<file path="src/sv/linear_rgb_to_oklab_macros.svh">
// Assertion macros shared by the Oklab converter.
`ifndef LINEAR_RGB_TO_OKLAB_MACROS_SVH
`define LINEAR_RGB_TO_OKLAB_MACROS_SVH

// Condition and consequence in the same cycle.
`define OLAB_ASSERT_NOW(lbl, clk, rst_n, cond, cons, msg) \
    lbl: assert property (@(posedge clk) disable iff (!(rst_n)) (cond) |-> (cons)) \
        else $error(msg);

// Consequence in the cycle after the condition.
`define OLAB_ASSERT_NEXT(lbl, clk, rst_n, cond, cons, msg) \
    lbl: assert property (@(posedge clk) disable iff (!(rst_n)) (cond) |=> (cons)) \
        else $error(msg);

`endif

</file>
<file path="src/sv/olab_pkg.sv">
// Shared widths and fixed-point coefficients of the Oklab converter.
package olab_pkg;

    localparam int COMPONENT_BITS = 16;
    localparam int CB = COMPONENT_BITS;

    // First matrix: unsigned Q0.30 coefficients.
    localparam int LMS_C_W   = 30;
    localparam int LMS_P_W   = LMS_C_W + CB;
    localparam int LMS_ACC_W = LMS_P_W + 2;

    // Cube root works on a 64-bit radicand and yields up to 22 bits.
    localparam int RAD_W      = 64;
    localparam int ROOT_W     = 22;
    localparam int CBRT_STEPS = 22;

    // Second matrix: signed Q.28 coefficients.
    localparam int LAB_C_W   = 31;
    localparam int LAB_P_W   = LAB_C_W + ROOT_W + 1;
    localparam int LAB_ACC_W = LAB_P_W + 2;
    localparam int SH_L      = 48 - CB;
    localparam int SH_AB     = 49 - CB;

    localparam int LMS_STAGES = 2;
    localparam int LAB_STAGES = 3;
    localparam int PIPE_DEPTH = LMS_STAGES + CBRT_STEPS + LAB_STAGES;

    // Round to nearest of n / 10^10 scaled by 2^sh, done at elaboration.
    function automatic longint dec10(longint unsigned n, int sh);
        longint unsigned scaled;
        scaled = n * (64'd1 << sh) + 64'd5000000000;
        return longint'(scaled / 64'd10000000000);
    endfunction

    localparam logic [LMS_C_W-1:0] LMS_C [3][3] = '{
        '{LMS_C_W'(dec10(64'd4122214708, 30)), LMS_C_W'(dec10(64'd5363325363, 30)),
          LMS_C_W'(dec10(64'd514459929, 30))},
        '{LMS_C_W'(dec10(64'd2119034982, 30)), LMS_C_W'(dec10(64'd6806995451, 30)),
          LMS_C_W'(dec10(64'd1073969566, 30))},
        '{LMS_C_W'(dec10(64'd883024619, 30)),  LMS_C_W'(dec10(64'd2817188376, 30)),
          LMS_C_W'(dec10(64'd6299787005, 30))}
    };

    localparam logic signed [LAB_C_W-1:0] LAB_C [3][3] = '{
        '{LAB_C_W'(dec10(64'd2104542553, 28)), LAB_C_W'(dec10(64'd7936177850, 28)),
          LAB_C_W'(-dec10(64'd40720468, 28))},
        '{LAB_C_W'(dec10(64'd19779984951, 28)), LAB_C_W'(-dec10(64'd24285922050, 28)),
          LAB_C_W'(dec10(64'd4505937099, 28))},
        '{LAB_C_W'(dec10(64'd259040371, 28)), LAB_C_W'(dec10(64'd7827717662, 28)),
          LAB_C_W'(-dec10(64'd8086757660, 28))}
    };

endpackage

</file>
<file path="src/sv/olab_lms.sv">
// First matrix stage: linear RGB to LMS, giving the cube-root radicands.
module olab_lms (
    input  logic                                           i_clk,
    input  logic                                           i_rst_n,
    input  logic                                           i_valid,
    output logic                                           o_ready,
    input  logic [olab_pkg::CB-1:0]                        i_red,
    input  logic [olab_pkg::CB-1:0]                        i_green,
    input  logic [olab_pkg::CB-1:0]                        i_blue,
    input  logic [olab_pkg::CB-1:0]                        i_alpha,
    output logic                                           o_valid,
    input  logic                                           i_ready,
    output logic [2:0][olab_pkg::RAD_W-1:0]                o_rad,
    output logic [olab_pkg::CB-1:0]                        o_alpha
);

    logic [olab_pkg::LMS_STAGES-1:0] r_v;
    logic [olab_pkg::LMS_STAGES:0]   w_rdy;
    logic [2:0][2:0][olab_pkg::LMS_P_W-1:0] r_p;
    logic [2:0][olab_pkg::RAD_W-1:0]        r_rad;
    logic [2:0][olab_pkg::RAD_W-1:0]        n_rad;
    logic [olab_pkg::CB-1:0] r_a0;
    logic [olab_pkg::CB-1:0] r_a1;
    logic [2:0][olab_pkg::CB-1:0] w_rgb;

    assign w_rgb = {i_blue, i_green, i_red};

    always_comb begin
        w_rdy[olab_pkg::LMS_STAGES] = i_ready;
        for (int k = olab_pkg::LMS_STAGES - 1; k >= 0; k--) begin
            w_rdy[k] = !r_v[k] || w_rdy[k+1];
        end
    end

    // Sum the three products and round half up to Q0.30.
    always_comb begin
        logic [olab_pkg::LMS_ACC_W-1:0] acc;
        for (int i = 0; i < 3; i++) begin
            acc = olab_pkg::LMS_ACC_W'(r_p[i][0]) + olab_pkg::LMS_ACC_W'(r_p[i][1])
                + olab_pkg::LMS_ACC_W'(r_p[i][2])
                + (olab_pkg::LMS_ACC_W'(1) << (olab_pkg::CB - 1));
            n_rad[i] = olab_pkg::RAD_W'(acc >> olab_pkg::CB) << 30;
        end
    end

    always_ff @(posedge i_clk) begin
        if (!i_rst_n) begin
            r_v <= '0;
        end else begin
            if (w_rdy[0]) r_v[0] <= i_valid;
            if (w_rdy[1]) r_v[1] <= r_v[0];
        end
        if (w_rdy[0]) begin
            for (int i = 0; i < 3; i++) begin
                for (int j = 0; j < 3; j++) begin
                    r_p[i][j] <= olab_pkg::LMS_P_W'(olab_pkg::LMS_C[i][j])
                               * olab_pkg::LMS_P_W'(w_rgb[j]);
                end
            end
            r_a0 <= i_alpha;
        end
        if (w_rdy[1]) begin
            r_rad <= n_rad;
            r_a1  <= r_a0;
        end
    end

    assign o_ready = w_rdy[0];
    assign o_valid = r_v[olab_pkg::LMS_STAGES-1];
    assign o_rad   = r_rad;
    assign o_alpha = r_a1;

endmodule

</file>
<file path="config.mk">
export PLATFORM = sky130hd
export DESIGN_NAME = olab_lms
export DESIGN_NICKNAME = d
export VERILOG_FILES = /design/src/sv/linear_rgb_to_oklab_macros.svh /design/src/sv/olab_pkg.sv /design/src/sv/olab_lms.sv
export SDC_FILE = /design/constraint.sdc
export NUM_CORES = 2
export LEC_CHECK = 0
export BUFFER_PORTS_ARGS = -buffer_cell sky130_fd_sc_hd__buf_2
export CORE_ASPECT_RATIO = 0.7
export CORE_MARGIN = 8
export CORE_UTILIZATION = 50
export DETAILED_ROUTE_END_ITERATION = 8
export PLACE_DENSITY = 0.7
export SLEW_MARGIN = 20
export SYNTH_ARGS = -nofsm -noshare
export SYNTH_HDL_FRONTEND = slang
export SYNTH_SLANG_ARGS = --single-unit
</file>
<file path="constraint.sdc">
create_clock -name i_clk -period 12.2 [get_ports i_clk]
set_input_delay 1.83 -clock i_clk [delete_from_list [all_inputs] [get_ports i_clk]]
set_output_delay 1.83 -clock i_clk [all_outputs]
set_load 0.02 [all_outputs]
</file>
==> results.sh <==
export IMPL_drc_errors=0
export IMPL_yosys_area_share_simple_pct=4.921
export IMPL_finalSetupViolations=0
export IMPL_num_rows=126
export IMPL_crit_start="i_red[14]"
export IMPL_timing_rr_start="r_p[199]$_DFFE_PP_"
export IMPL_place_gp_congestion=1.130
export IMPL_status="complete, no violations"
export IMPL_drt_initial_drc_count=6785
export IMPL_pre_cts_ws_ns=3.162
export IMPL_die_h_um=360.2
export IMPL_core_area_um2=168400
export IMPL_track_usage_pct=31.14
export IMPL_yosys_warnings=0
export IMPL_crit_path_frequent_cell="fa_1"
export IMPL_synth_cell_types=87
export IMPL_start_util_pct=50.27
export IMPL_utilization_pct=53.65
export IMPL_fin_crit_sh_pct=69.88
export IMPL_tns_ns=0
export IMPL_antenna_found_initial=21
export IMPL_drive_above_1_share_pct=5.022
export IMPL_finClkSkew_ns=0.05386
export IMPL_hp_class="flop to flop"
export IMPL_synthAdderAreaFrac_pct=54.18
export IMPL_layout_nets=11020
export IMPL_clock_path_buffers=3
export IMPL_async_flop_share_pct=0
export IMPL_fmax_ghz=0.1173
export IMPL_hold_violations=0
export IMPL_synth_compound_area_share_pct=9.182
export IMPL_synthMuxAreaShare_pct=0.04878
export IMPL_cts_setup_buffers=0
export IMPL_syn_area_um2=84650
export IMPL_vias_per_cell=5.694
export IMPL_synth_top_family_by_area="adder cells"
export IMPL_path_buf_inv=5
export IMPL_final_cell_mix="inv_1 (1886), ha_1 (1558), fa_1 (1317)"
export IMPL_rsz0062_at_grt="false"
export IMPL_cts_tree="done"
export IMPL_synthToLayoutAreaGrowth_pct=6.709
export IMPL_grt_pass1_wl_um=415600
export IMPL_syn_area_per_cell_um2=10.82
export IMPL_numCtsBuffers=58
export IMPL_post_cts_resized=0
export IMPL_path_cells="buf_2, inv_1, fa_1, xnor2_1, inv_1, ha_1, inv_1, fa_1, fa_1, fa_1, fa_1, inv_1, ha_1, a21o_1, a211oi_2, o21bai_1, a311o_1, o211ai_2, a21oi_2, o41a_1, a21o_1, a21oi_2, xnor2_1"
export IMPL_grt_max_degree=160
export IMPL_end_kind="flop"
export IMPL_critPathRequiredTime_ns=12.66
export IMPL_ant_nets=0
export IMPL_clkTransAtPathRegs_ns=0.07
export IMPL_maxCapViolCount=0
export IMPL_r2r_slack_ns=7.13
export IMPL_first_global_vias=59920
export IMPL_io_pins=278
export IMPL_hp_start="r_a0[2]$_DFFE_PP_"
export IMPL_slowest_delay_ns=0.63
export IMPL_min_period_ns=8.526
export IMPL_die_w_um=507.8
export IMPL_portBuffers=180
export IMPL_cp_slowest_cell="fa_1"
export IMPL_synth_ff_type="edfxtp_1"
export IMPL_hpwlAfterDp_um=248100
export IMPL_routed_wl_um=286300
export IMPL_dr_pass1_iters=8
export IMPL_layout_setup_ws_ns=3.674
export IMPL_ys_seq_area_share_pct=18.03
export IMPL_final_common_cell="inv_1"
export IMPL_grt_overflow_total=0
export IMPL_slew_viol_final=0
export IMPL_start_kind="input port"
export IMPL_synth_edf_count=507
export IMPL_htreeDepth=2
export IMPL_cts_hold_buf=0
export IMPL_path_max_fanout=10
export IMPL_synth_xor_area_share_pct=4.294
export IMPL_critPathKind="input port to flop"
export IMPL_slew_headroom_pct=13.96
export IMPL_num_vias=59030
export IMPL_synth_cells=7821
export IMPL_crit_family="adder cells"
export IMPL_cts_sinks=509
export IMPL_ctsRootBufferMaster="clkbuf_16"
export IMPL_wire_per_inst_um=27.62
export IMPL_arrival_ns=8.98
export IMPL_fillers=14810
export IMPL_ys_ff_latch=509
export IMPL_clk_latency_ns=0.72
export IMPL_worst_pin_slew_ns=1.281
export IMPL_die_area_um2=182900
final cells by class:
type	count	area [um^2]	area share [%]
repair buffers	219	1246	1.380
clock inverters	49	589.3	0.6524
diodes	3	7.507	0.008311
clock buffers	61	1463	1.619
well taps	2240	2803	3.103
flip-flops and latches	509	15260	16.90
inverters	1887	7088	7.847
multi-input cells	5399	61860	68.49
through the flow:
stage | hold slack, ns | cell area, um^2 | cells
3_3_place_gp | 0.4009 | 88200 | 10250
2_1_floorplan | 0.4003 | 85010 | 7917
5_1_grt | 0.4250 | 90320 | 10360
6_report | 0.4188 | 90330 | 10370
3_5_place_dp | 0.4054 | 88240 | 10250
4_1_cts | 0.4213 | 90290 | 10360
cells by family after synthesis:
family,Yosys count
adders and majority gates,2875
buffers and inverters,2009
AOI/OAI and AO/OA,1169
and+or+nand+nor,839
DFF,509
xor gates and xnor gates,415
muxes,4
other,1
sequential cells by signal (all words and copies together), names as in the netlist:
name / flops
r_p: 380
r_v: 2
o_rad: 95
r_a0: 16
o_alpha: 16
cell usage after synthesis (15+ instances only):
cell type / count / area (um^2)
buf_4: 97 / 728.2
and3_1: 38 / 237.7
and4_1: 16 / 140.1
clkbuf_1: 24 / 90.09
nand4_1: 52 / 325.3
xor2_1: 131 / 1147
and2_1: 21 / 131.4
o211ai_1: 19 / 142.6
o31ai_1: 21 / 157.7
a211oi_1: 32 / 240.2
edfxtp_1: 507 / 15220
nand2b_1: 52 / 325.3
nor3_1: 48 / 240.2
a21o_1: 228 / 1712
a21oi_1: 356 / 1782
o21ai_1: 18 / 90.09
nor2b_1: 58 / 362.9
o21ai_0: 168 / 840.8
xnor2_1: 284 / 2487
nor2_1: 219 / 822.0
nand2_1: 181 / 679.4
ha_1: 1558 / 19490
o21a_1: 60 / 450.4
o21bai_1: 55 / 412.9
or2_2: 25 / 156.4
a31o_2: 15 / 131.4
fa_1: 1317 / 26370
nand3_1: 85 / 425.4
inv_1: 1887 / 7083
a31oi_1: 26 / 162.7
path summary, 6_finish.rpt:
kind                                              to  cells after the start
worst max-delay path              r_p[317]$_DFFE_PP_                     23
worst min-delay path            o_alpha[2]$_DFFE_PP_                      0
worst max register to register  o_rad[111]$_DFFE_PP_                     15
worst min register to register  o_alpha[2]$_DFFE_PP_                      0
per-layer routing:
| layer | track usage [%] | up-vias | part of all wire (%) |
|---|---|---|---|
| met1 | 47.42 | 29910 | 46 |
| li1 | - | 26060 | - |
| met5 | 0 | - | 0.013 |
| met3 | 11.19 | 310 | 13 |
| met4 | 6.635 | 6 | 2.6 |
| met2 | 42.18 | 2757 | 39 |
Power is left out: the tool's default activity adds up to more than one toggle a clock period on the data nets, which glitch-free logic cannot reach.
